--- src/design/chlcd_pkg.sv ---
// Package for the character LCD nibble sequencer: opcodes, control word
// layout and the microcode ROM. No dependencies.
`timescale 1ns / 1ps

package chlcd_pkg;

    localparam int unsigned STEP_W = 5;

    typedef enum logic [1:0] {
        OP_INIT = 2'd0,
        OP_COMMAND = 2'd1,
        OP_DATA = 2'd2,
        OP_MOVE = 2'd3
    } opcode_t;

    typedef enum logic [1:0] {
        SRC_CONST = 2'd0,
        SRC_HIGH = 2'd1,
        SRC_LOW = 2'd2
    } nibble_src_t;

    typedef struct packed {
        nibble_src_t src;
        logic [3:0] nibble;
        logic [7:0] wait_ms;
        logic last;
        logic rs_pending;
    } ctrl_word_t;

    localparam logic [STEP_W-1:0] INIT_ENTRY = 5'd0;
    localparam logic [STEP_W-1:0] BYTE_ENTRY = 5'd16;
    localparam logic [STEP_W-1:0] LAST_ADDR = 5'd17;

    localparam logic [0:0] ADDR_STROBE_WAIT = 1'b0;
    localparam logic [7:0] STROBE_WAIT_RESET = 8'd2;

    function automatic ctrl_word_t rom_word(input logic [STEP_W-1:0] addr);
        ctrl_word_t w;
        w = '{src: SRC_CONST, nibble: 4'h0, wait_ms: 8'd0, last: 1'b0,
              rs_pending: 1'b0};
        case (addr)
            5'd0: begin w.nibble = 4'h3; w.wait_ms = 8'd120; end
            5'd1: begin w.nibble = 4'h3; w.wait_ms = 8'd80; end
            5'd2: begin w.nibble = 4'h3; w.wait_ms = 8'd50; end
            5'd3: begin w.nibble = 4'h2; w.wait_ms = 8'd50; end
            5'd4: begin w.nibble = 4'h2; w.wait_ms = 8'd50; end
            5'd5: w.nibble = 4'h8;
            5'd6: w.nibble = 4'h0;
            5'd7: w.nibble = 4'h8;
            5'd8: w.nibble = 4'h0;
            5'd9: w.nibble = 4'h6;
            5'd10: w.nibble = 4'h0;
            5'd11: w.nibble = 4'h1;
            5'd12: w.nibble = 4'h0;
            5'd13: w.nibble = 4'hF;
            5'd14: w.nibble = 4'h0;
            5'd15: begin w.nibble = 4'h1; w.last = 1'b1; end
            5'd16: begin w.src = SRC_HIGH; w.rs_pending = 1'b1; end
            5'd17: begin w.src = SRC_LOW; w.rs_pending = 1'b1; w.last = 1'b1; end
            default: w.last = 1'b1;
        endcase
        return w;
    endfunction

endpackage

--- src/design/char_lcd_nibble_sequencer_core.sv ---
// Top level of the character LCD nibble sequencer: request decode, step
// counter over the microcode ROM, result register and APB register.
// Depends on chlcd_pkg.
`timescale 1ns / 1ps

// Takes one request per transaction and emits its LCD nibble transfers, high
// nibble first, one per cycle while the sink is ready: an init request runs
// the sixteen-step init program and gives 16 transactions, a command, data or
// valid cursor move request gives 2. A request is taken when the block is idle
// and is registered; the step counter then walks the ROM one word per transfer,
// and no new request is taken until its last transfer is loaded.
// A cursor move with a line above 1 or a column above 15 is dropped with no
// output. The strobe_wait_ms register (byte address 0) is stored and readable.
module char_lcd_nibble_sequencer_core (
    input  logic        clk,
    input  logic        rst_n,
    input  logic        s_tvalid,
    output logic        s_tready,
    // opcode[1:0], byte_value[9:2], line[11:10], column[17:12], zero pad
    input  logic [23:0] s_tdata,
    output logic        m_tvalid,
    input  logic        m_tready,
    // reg_select[0], nibble[4:1], wait_before_ms[12:5], zero pad
    output logic [15:0] m_tdata,
    output logic        m_tlast,
    input  logic        psel,
    input  logic        penable,
    input  logic        pwrite,
    input  logic [2:0]  paddr,
    input  logic [31:0] pwdata,
    output logic [31:0] prdata,
    output logic        pready
);

    logic [chlcd_pkg::STEP_W-1:0] step_reg, step_next;
    logic busy_reg, busy_next;
    logic [7:0] pending_byte_reg, pending_byte_next;
    logic pending_select_reg, pending_select_next;
    logic m_tvalid_reg, m_tvalid_next;
    logic m_tlast_reg, m_tlast_next;
    logic [12:0] m_data_reg, m_data_next;
    logic [7:0] strobe_wait_reg;

    chlcd_pkg::opcode_t opcode;
    logic [7:0] byte_value;
    logic [1:0] line;
    logic [5:0] column;
    chlcd_pkg::ctrl_word_t word;
    logic [3:0] nib;
    logic load_ok;

    assign opcode = chlcd_pkg::opcode_t'(s_tdata[1:0]);
    assign byte_value = s_tdata[9:2];
    assign line = s_tdata[11:10];
    assign column = s_tdata[17:12];

    assign s_tready = ~busy_reg;
    assign m_tvalid = m_tvalid_reg;
    assign m_tlast = m_tlast_reg;
    assign m_tdata = {3'b000, m_data_reg};
    assign pready = 1'b1;
    assign prdata = (paddr[2] == chlcd_pkg::ADDR_STROBE_WAIT && paddr[1:0] == 2'b00)
                    ? {24'd0, strobe_wait_reg} : 32'd0;

    assign word = chlcd_pkg::rom_word(step_reg);
    assign load_ok = ~m_tvalid_reg | m_tready;

    always_comb
    begin
        case (word.src)
            chlcd_pkg::SRC_HIGH: nib = pending_byte_reg[7:4];
            chlcd_pkg::SRC_LOW: nib = pending_byte_reg[3:0];
            default: nib = word.nibble;
        endcase
    end

    always_comb
    begin
        step_next = step_reg;
        busy_next = busy_reg;
        pending_byte_next = pending_byte_reg;
        pending_select_next = pending_select_reg;
        m_tvalid_next = m_tvalid_reg;
        m_tlast_next = m_tlast_reg;
        m_data_next = m_data_reg;

        if (busy_reg)
        begin
            if (load_ok)
            begin
                m_tvalid_next = 1'b1;
                m_tlast_next = word.last;
                m_data_next = {word.wait_ms, nib, word.rs_pending & pending_select_reg};
                step_next = step_reg + 5'd1;
                busy_next = ~word.last;
            end
        end
        else
        begin
            if (m_tvalid_reg && m_tready)
                m_tvalid_next = 1'b0;
            if (s_tvalid)
            begin
                case (opcode)
                    chlcd_pkg::OP_INIT:
                    begin
                        busy_next = 1'b1;
                        step_next = chlcd_pkg::INIT_ENTRY;
                    end
                    chlcd_pkg::OP_COMMAND, chlcd_pkg::OP_DATA:
                    begin
                        busy_next = 1'b1;
                        step_next = chlcd_pkg::BYTE_ENTRY;
                        pending_byte_next = byte_value;
                        pending_select_next = (opcode == chlcd_pkg::OP_DATA);
                    end
                    chlcd_pkg::OP_MOVE:
                    begin
                        if (line[1] == 1'b0 && column[5:4] == 2'b00)
                        begin
                            busy_next = 1'b1;
                            step_next = chlcd_pkg::BYTE_ENTRY;
                            pending_byte_next = {1'b1, line[0], 2'b00, column[3:0]};
                            pending_select_next = 1'b0;
                        end
                    end
                    default: busy_next = busy_reg;
                endcase
            end
        end
    end

    always_ff @(posedge clk or negedge rst_n)
    begin
        if (!rst_n)
        begin
            step_reg <= '0;
            busy_reg <= 1'b0;
            pending_byte_reg <= 8'd0;
            pending_select_reg <= 1'b0;
            m_tvalid_reg <= 1'b0;
            m_tlast_reg <= 1'b0;
            strobe_wait_reg <= chlcd_pkg::STROBE_WAIT_RESET;
        end
        else
        begin
            step_reg <= step_next;
            busy_reg <= busy_next;
            pending_byte_reg <= pending_byte_next;
            pending_select_reg <= pending_select_next;
            m_tvalid_reg <= m_tvalid_next;
            m_tlast_reg <= m_tlast_next;
            if (psel && penable && pwrite && pready
                && paddr[2] == chlcd_pkg::ADDR_STROBE_WAIT && paddr[1:0] == 2'b00)
                strobe_wait_reg <= pwdata[7:0];
        end
    end

    always_ff @(posedge clk)
    begin
        m_data_reg <= m_data_next;
    end

    a_step_in_program: assert property (@(posedge clk) disable iff (!rst_n)
        busy_reg |-> step_reg <= chlcd_pkg::LAST_ADDR)
        else $error("step counter outside program");

    a_init_entry: assert property (@(posedge clk) disable iff (!rst_n)
        (s_tvalid && s_tready && s_tdata[1:0] == chlcd_pkg::OP_INIT)
        |=> busy_reg && step_reg == chlcd_pkg::INIT_ENTRY)
        else $error("init request did not start init program");

    a_end_with_last: assert property (@(posedge clk) disable iff (!rst_n)
        $fell(busy_reg) |-> m_tvalid_reg && m_tlast_reg)
        else $error("program ended without a final transfer");

    a_no_accept_busy: assert property (@(posedge clk) disable iff (!rst_n)
        (busy_reg && !load_ok) |=> $stable(step_reg))
        else $error("step advanced while output stalled");

endmodule
--- config.mk ---
export PLATFORM = sky130hd
export DESIGN_NAME = char_lcd_nibble_sequencer_core
export DESIGN_NICKNAME = d
export VERILOG_FILES = /design/src/design/chlcd_pkg.sv /design/src/design/char_lcd_nibble_sequencer_core.sv
export SDC_FILE = /design/constraint.sdc
export NUM_CORES = 1
export LEC_CHECK = 0
export BUFFER_PORTS_ARGS = -buffer_cell sky130_fd_sc_hd__buf_4
export CORE_MARGIN = 2
export CORE_UTILIZATION = 48
export DETAILED_ROUTE_END_ITERATION = 8
export GPL_TIMING_DRIVEN = 1
export PLACE_DENSITY = 0.86
export REMOVE_ABC_BUFFERS = 1
export SLEW_MARGIN = 25
export SYNTH_ARGS = -nofsm -noshare
export SYNTH_HDL_FRONTEND = slang
export SYNTH_SLANG_ARGS = --single-unit
--- constraint.sdc ---
create_clock -name clk -period 4.7 [get_ports clk]
set_input_delay 0.47 -clock clk [delete_from_list [all_inputs] [get_ports clk]]
set_output_delay 0.47 -clock clk [all_outputs]
set_load 0.02 [all_outputs]
==> After elaboration in Yosys (flattened, before gate mapping) <==
Cells that the tools add are included.
{ "totals": {"register_bits": 38, "inputBits": 66, "out_inout_bits": 52, "elab_cells": 91} }
{ "op_classes": {"n_addsub": 1, "eq_ne": 25, "muxes": 24, "n_bitwise": 6, "n_reduce_logical": 27} }
{ "op_table": {"columns": ["operator", "n"], "rows": [
  ["== test 5 x 4 -> 1 bit, second input constant", 8],
  ["case mux 4 bit (6 select lines)", 1],
  ["case mux 7 bit (3 select lines)", 1],
  ["== test 5 x 3 -> 1 bit, second input constant", 4],
  ["two-way mux 5 bit", 4],
  ["two-way mux 8 bit", 2],
  ["case mux 8 bit (2 select lines)", 1],
  ["OR reduction 16 bit", 1],
  ["case mux 5 bit (3 select lines)", 1],
  ["== test 5 x 2 -> 1 bit, second input constant", 2],
  ["== test 5 bit, second input constant", 2],
  ["two-way mux 1 bit", 10],
  ["OR reduction 2 bit", 5],
  ["OR reduction 3 bit", 3],
  ["case mux 4 bit (2 select lines)", 1],
  ["logical AND 1 bit", 7],
  ["== test 2 bit, second input constant", 3],
  ["zero test 2 bit", 3],
  ["nonzero test 2 bit", 3],
  ["adder 5 x 1 -> 5 bit, second input constant", 1],
  ["== test 5 x 1 -> 1 bit, second input constant", 1],
  ["zero test 5 bit", 1],
  ["== test 2 x 1 -> 1 bit, second input constant", 2],
  ["NOT 1 bit", 4],
  ["10 further kinds", 12]
]} }

==> Logic depth before layout (Yosys ltp) <==
Gate-level depths: netlist of run 1.
{ "logic_depth": {"word_depth": 6, "ltp_mapped": 7, "depth_no_buf": 7} }

==> Least setup slack after synthesis of run 1 <==
Ideal clock, no wire load.
{ "synth_timing": {"kind": "register to register", "startpoint": "register step_reg[0] (netlist name)", "endpoint": "register m_data_reg[1] (data pin)", "setup_ns": 0.277, "arrival_time_ns": 1.637, "required_ns": 4.423, "setup_slack_ns": 2.786, "path_stages_with_launch": 8, "n_path_buf": 1, "synth_period_minus_slack_ns": 1.914, "path_cell_list": "dfrtp_1 -> inv_1 -> ha_1 -> and4bb_2 -> ha_1 -> clkbuf_1 -> a221oi_1 -> a41oi_1"} }
{ "synth_between": {"elab_chain_len": 4, "elab_cells_between_ends": 22, "classes_between": "eq/ne (14); mux (3); reduce/logical (5)"} }
{ "synth_rtl": {"columns": ["item", "line", "text"], "rows": [
  ["start: declaration", "char_lcd_nibble_sequencer_core.sv:35", "logic [chlcd_pkg::STEP_W-1:0] step_reg, step_next;"],
  ["start signal: assignment", "char_lcd_nibble_sequencer_core.sv:147", "step_reg <= step_next;"],
  ["== test 5 x 2 -> 1 bit, or another cell as far along", "chlcd_pkg.sv:41", "case (addr)"],
  ["OR reduction 3 bit (no line), or another cell as far along", null, null],
  ["case mux 4 bit (6 select lines), or another cell as far along", "chlcd_pkg.sv:41", null],
  ["case mux 4 bit (2 select lines) *", "char_lcd_nibble_sequencer_core.sv:70", "case (word.src)"],
  ["via nib[0]", "char_lcd_nibble_sequencer_core.sv:49", "logic [3:0] nib;"],
  ["end signal: assignment", "char_lcd_nibble_sequencer_core.sv:161", "m_data_reg <= m_data_next;"],
  ["end: declaration", "char_lcd_nibble_sequencer_core.sv:41", "logic [12:0] m_data_reg, m_data_next;"]
]} }
The timed path passes the listed nets; every way through them passes the cells marked *.
A chain may end at the register's enable or synchronous reset.

==> Final worst setup path of run 1 <==
{ "layout_timing": {"startpoint": "register step_reg[1] (netlist name)", "endpoint": "register m_data_reg[1] (data pin)"} }
Same word-level chain as after synthesis.

==> results of run 1 <==
## layout make-up
type	instances	area, sq um
clock buffers	6	72.6
clock inverters	2	7.51
fillers	389	1770
inverters	13	48.8
multi-input cells	141	1010
flip-flops and latches	35	927
well taps	52	65.1
repair buffers	56	420
## layer usage
layer | routed length, um | global-route usage [%] | vias up
met3 | 352 | 4.27 | 11
met1 | 1520 | 19.1 | 718
met2 | 1980 | 28.5 | 73
met5 | 0 | 0 | -
met4 | 95 | 10.1 | 0
li1 | - | - | 745
## synthesized netlist by cell type, types with 2 or more instances
| library cell | n | share of area (%) |
|---|---|---|
| buf_2 | 2 | 0.47 |
| conb_1 | 2 | 0.35 |
| nor2_1 | 7 | 1.2 |
| nor2b_1 | 5 | 1.5 |
| nand2_1 | 3 | 0.53 |
| or3_1 | 2 | 0.59 |
| o31ai_1 | 4 | 1.4 |
| nor3_1 | 2 | 0.47 |
| a31oi_1 | 2 | 0.59 |
| a41oi_1 | 2 | 0.82 |
| ha_1 | 11 | 6.5 |
| or4_1 | 3 | 1.1 |
| a221oi_1 | 3 | 1.2 |
| buf_4 | 31 | 11 |
| o21ai_0 | 4 | 0.94 |
| nand3_1 | 7 | 1.6 |
| nand2b_1 | 3 | 0.88 |
| o21a_1 | 2 | 0.70 |
| a21boi_0 | 2 | 0.70 |
| and2_1 | 9 | 2.6 |
| edfxtp_1 | 10 | 14 |
| mux2_2 | 22 | 12 |
| clkbuf_1 | 3 | 0.53 |
| inv_1 | 12 | 2.1 |
| dfrtp_1 | 24 | 28 |
| a21oi_1 | 3 | 0.70 |
## placed cells by master (no fill, tap or decap), types with 2 or more instances in the layout
master     n
or3_1      2
conb_1    31
o21ai_0    4
nand2_1    3
a21oi_1    3
nand3_1    7
a41oi_1    2
a221oi_1   3
o21a_1     2
inv_1     12
nor3_1     2
mux2_2    22
clkinv_1   3
nand2b_1   3
edfxtp_1  10
dfrtp_1   24
ha_1      11
nor2b_1    5
a21boi_0   2
clkbuf_8   5
buf_4     56
a31oi_1    2
or4_1      3
nor2_1     6
o31ai_1    4
and2_1     9
## where the power goes
part / internal, uW / switching, uW / total [uW]
registers: 475 / 84.4 / 559
logic: 281 / 370 / 652
clock network: 101 / 99.1 / 200
## cells by family (layout without fill, tap and decap cells)
logic type | count (synthesis) | count (layout)
multiplexers | 23 | 23
AO/OA/AOI/OAI | 30 | 30
AND/OR/NAND/NOR | 46 | 46
buffers and inverters | 49 | 77
adder cells (fa/ha/maj) | 11 | 11
other | 2 | 31
flip-flops | 35 | 35
## metrics by stage
step                utilization [%]  cell area [sq um]
floorplan                         -               1980
detailed placement             57.1               2470
global placement               57.1               2470
global route                   59.0               2550
finish                         59.0               2550
CTS                            59.0               2550
## critical path: cells and delay by family (launching register included)
kind                     cells  cell delay, ps
flip-flops                   1             410
adder cells (fa/ha/maj)      2             750
AND/OR/NAND/NOR              1             180
buffers and inverters        1             120
AO/OA/AOI/OAI                2             440
## worst paths after layout
kind / endpoint / slack (ps) / cells after the start
max: m_data_reg[1] / 2510 / 6
min: strobe_wait_reg[0] / 70 / 1
max reg2reg: m_data_reg[1] / 2510 / 6
min reg2reg: strobe_wait_reg[6] / 500 / 1
max in group asynchronous: strobe_wait_reg[1] / 4330 / 1
min in group clk: strobe_wait_reg[6] / 420 / 2
==> flow_summary.toml, run 1 <==
[die]
dieArea_sq_um = 4990
fp.dieW_um = 70.6
die_height_um = 70.6
core_area_sq_um = 4320
start_util_pct = 49.2
row_count = 24
pin_count = 118

[synth]
synth-edff-count = 10
ys.warnings.count = 0
synthFlopType = "dfrtp_1"
synth-simple-area-share_pct = 13.0
yosysSeqAreaShare_pct = 43.5
syn_area_per_cell_sq_um = 10.9
syn_area_sq_um = 2130
synth-seq-cells = 35
synth_top_family_by_area = "buffers and inverters"
muxShareOfSynthArea_pct = 12.1
synth_async_sr_flop_share_pct = 71.4
synth_xor_area_share_pct = 0
syn_inst = 196
synth_fa_ha_area_share_pct = 6.46
synth-compound-area-share_pct = 10.3
synth.distinct_cells = 42

[finish]
antenna_cells = 0
fin_cells = 305
drive_above_1_share_pct = 34.8
syn_to_final_growth_pct = 19.9
layout.nets = 329
largest_register_ffs = 10

[setup_path]
cp_slowest_cell = "ha_1"
crit_chain = "inv_1 -> ha_1 -> nand3_1 -> ha_1 -> a221oi_1 -> a41oi_1"
endpoint_kind = "flop"
cpMostUsedCell = "ha_1"
crit_type = "flop to flop"
crit_fanout = 8
crit_start = "step_reg[1]"
regToRegStartpoint = "step_reg[1]"
cp_slowest_stage_delay_ps = 420
cp.arrival_ps = 2190
cp-start-kind = "flop"
cp.required_ps = 4710

[clocking]
cts_root_buffer = "clkbuf_8"
cts_resized = 0
cts_tree = "built"
h-tree-depth = 2
cts_max_path_buffers = 2
numCtsBuffers = 5
path_clk_slew_ps = 70
cts_setup_buffers = 0
cts_hold_buf = 0
clkSinkCount = 35
clock_latency_ps = 290

[route]
wire_per_inst_um = 12.9
num_vias = 1547
vias_per_cell = 5.07
antenna_left = 0
drt_iter0_markers = 83
drc = 0
first_pass_iters = 4
routed_wl_um = 3950

[min_path]
hp-class = "input port to asynchronous set/reset pin"

[place]
dp_hpwl_um = 2950
port_buffers = 56
pre_cts_slack_ps = 2580
place_inst = 297
place_congestion = 0.805

[timing]
hold_violations = 0
period_minus_slack_ps = 2190
fmax_ghz = 0.457
setup_slack_ps = 2510
fin_crit_sh_pct = 46.6
worst_pin_slew_ps = 630
slew_violations = 0
fin_skew_ps = 4.63
setup_viol = 0
rsz0062_at_grt = "no"
fin_setup_tns_ps = 0
slew_headroom_pct = 57.9
fin_hold_ws_ps = 69.1

[power]
ir_drop_mv = 0.197
power.total_uw = 1410
power_density_nw_per_um2 = 553
power.leakage_uw = 0.00121

[run_status]
status = "completed"

[run]
max_cap_violations = 0

[grt]
grt_pass1_wl_um = 6530
grt_overflow = 0
grt_use_total_pct = 16.8
antenna_found_initial = 0
grt_max_degree = 26
grt_pass1_vias = 1491
Note: power is estimated with default switching activity, not from simulation.
==> run 2, diff against run 1 <==
--- a/config.mk
+++ b/config.mk
@@ -5,12 +5,13 @@
 export SDC_FILE = /design/constraint.sdc
 export NUM_CORES = 1
 export LEC_CHECK = 0
+export ABC_AREA = 1
 export BUFFER_PORTS_ARGS = -buffer_cell sky130_fd_sc_hd__buf_4
 export CORE_MARGIN = 2
-export CORE_UTILIZATION = 48
+export CORE_UTILIZATION = 45
 export DETAILED_ROUTE_END_ITERATION = 8
 export GPL_TIMING_DRIVEN = 1
-export PLACE_DENSITY = 0.86
+export PLACE_DENSITY = 0.81
 export REMOVE_ABC_BUFFERS = 1
 export SLEW_MARGIN = 25
 export SYNTH_ARGS = -nofsm -noshare
==> constraint.sdc (replaced) <==
create_clock -name clk -period 2.25 [get_ports clk]
set_input_delay 0.225 -clock clk [delete_from_list [all_inputs] [get_ports clk]]
set_output_delay 0.225 -clock clk [all_outputs]
set_load 0.02 [all_outputs]
==> flow_summary.toml, run 2 <==
[run_status]
status = "completed"

[setup_path]
reg2reg_to = "m_data_reg[4]"
crit_type = "flop to flop"
cp_slowest_stage_delay_ps = 440
reg2reg_depth = 8
cp-start-kind = "flop"
regToRegStartpoint = "step_reg[3]"
endpoint_kind = "flop"
cpMostUsedCell = "inv_1"
crit_end = "m_data_reg[4]"
path_depth = 8
cp.required_ps = 2270
crit_start = "step_reg[3]"
crit_family = "simple AND/OR/NAND/NOR gates"
cp_slowest_cell = "dfrtp_1"
crit_fanout = 6
cp.arrival_ps = 2090
crit_chain = "nor2_1 -> inv_1 -> nor3_1 -> inv_1 -> ha_1 -> inv_1 -> nor2_1 -> a22oi_1"
crit_buf_inv = 3
r2r_slack_ps = 180

[grt]
grt_pass1_wl_um = 6010
grt_pass1_vias = 1490
grt_overflow = 0
grt_max_degree = 26
antenna_found_initial = 0
grt_use_total_pct = 14.9

[route]
routed_wl_um = 3690
first_pass_iters = 4
drc = 0
num_vias = 1650
wire_per_inst_um = 10.1
vias_per_cell = 4.51
antenna_left = 0
drt_iter0_markers = 72

[clocking]
cts_hold_buf = 1
cts_max_path_buffers = 2
path_clk_slew_ps = 70
clock_latency_ps = 290
cts_tree = "built"
numCtsBuffers = 5
clkSinkCount = 35
cts_setup_buffers = 0
cts_resized = 0
h-tree-depth = 2
cts_root_buffer = "clkbuf_8"

[timing]
rsz0062_at_grt = "no"
setup_slack_ps = 184
period_minus_slack_ps = 2070
slew_violations = 0
fin_crit_sh_pct = 91.8
hold_violations = 0
fin_skew_ps = 8.78
fmax_ghz = 0.484
fin_setup_tns_ps = 0
setup_viol = 0

[die]
fp.dieW_um = 73.0
row_count = 25
start_util_pct = 46.0
dieArea_sq_um = 5330
core_area_sq_um = 4660
pin_count = 118
die_height_um = 73.0

[synth]
yosysSeqAreaShare_pct = 43.3
syn_inst = 253
syn_area_per_cell_sq_um = 8.47
synthFlopType = "dfrtp_1"
synth_top_area_cell = "dfrtp_1"
synth.distinct_cells = 27
synth-seq-cells = 35
syn_area_sq_um = 2140
ys.warnings.count = 0
ys_top_cells_by_count = "nand2_1, nor2_1, buf_4, inv_1, dfrtp_1"
synth-edff-count = 10
synth_most_common_cell = "nand2_1"
yosys-top-cells-area = "dfrtp_1, edfxtp_1, buf_4"
synth_top_area_share_pct = 28.0
synth_async_sr_flop_share_pct = 71.4

[place]
pre_cts_slack_ps = 217
place_congestion = 0.956
dpl_cell_area_sq_um = 2460
port_buffers = 56
dp_hpwl_um = 2970

[power]
power.leakage_uw = 0.00137
power_density_nw_per_um2 = 1170
ir_drop_mv = 0.494
power.total_uw = 3000

[finish]
seq_area_sq_um = 927
largest_register_ffs = 10
multi_input_area_sq_um = 937
fillers = 426
layout.nets = 388
drive_above_1_share_pct = 23.4
antenna_cells = 0
fin_util_pct = 55.1
final_common_cell = "buf_4"
syn_to_final_growth_pct = 19.9
layout_common_cells = "buf_4, nand2_1, nor2_1"
final_area_sq_um = 2570

[run]
max_cap_violations = 0

[min_path]
hp-class = "input port to flop"
[run 2: cell count changes in the layout (fill, tap and decap cells not counted), sizes merged, moves of 4 or more]
| cell | previous run | this run |
|---|---|---|
| o31ai | 4 | 0 |
| inv | 12 | 28 |
| nand2 | 3 | 56 |
| o21ai | 4 | 22 |
| mux2 | 22 | 0 |
| nor2 | 7 | 34 |
| and2 | 9 | 0 |
| mux2i | 1 | 5 |
| nor2b | 5 | 0 |
[run 2: kinds of logic after synthesis]
kind of cell | synth area share [%]
buffers and inverters | 18.0
DFF | 43.3
adders and majority gates | 6.43
muxes | 2.34
and+or+nand+nor | 20.6
xor gates and xnor gates | 0.818
AOI/OAI and AO/OA | 8.18
other | 0.351
[run 2: report_power, final]
| part | total [uW] | internal [uW] | leakage, uW | switching [uW] |
|---|---|---|---|---|
| Combinational | 1350 | 497 | 0.000924 | 854 |
| Sequential | 1140 | 998 | 0.000399 | 144 |
| Clock | 503 | 286 | 0.0000506 | 217 |
[run 2: per-layer routing]
| layer | up-vias | share of wire (%) | GRT usage, % |
|---|---|---|---|
| met5 | - | 0 | 0 |
| li1 | 849 | - | - |
| met1 | 727 | 42 | 16.7 |
| met4 | 0 | 1.9 | 7.20 |
| met2 | 68 | 48 | 24.3 |
| met3 | 6 | 8.5 | 6.08 |
[run 2: how the worst min path moves through the flow]
stage	slack [ps]	to	start	cells past startpoint
2_1_floorplan	-70	busy_reg	rst_n	0
3_3_place_gp	140	strobe_wait_reg[4]	rst_n	1
3_5_place_dp	140	strobe_wait_reg[4]	rst_n	1
4_1_cts	120	strobe_wait_reg[5]	pwdata[5]	3
5_1_grt	130	strobe_wait_reg[5]	pwdata[5]	3
6_report	140	strobe_wait_reg[5]	pwdata[5]	3
[run 2: tightest hold or removal path: cells and delay by family]
kind	cells	cell delay (ps)
buffers and inverters	1	80
AND/OR/NAND/NOR	1	40
AO/OA/AOI/OAI	1	40
[run 2: metrics by stage]
| step | hold WS [ps] | std cells |
|---|---|---|
| global route | 127 | 366 |
| floorplan | -70.6 | 247 |
| finish | 136 | 366 |
| global placement | 140 | 357 |
| CTS | 124 | 366 |
| detailed placement | 141 | 357 |
[run 2: cell type report]
class	instances	share of cell area, %
multi-input combinational	184	36.5
sequential	35	36.1
timing repair buffer	57	16.8
inverter	28	4.09
clock buffer	8	3.95
tap	54	2.63
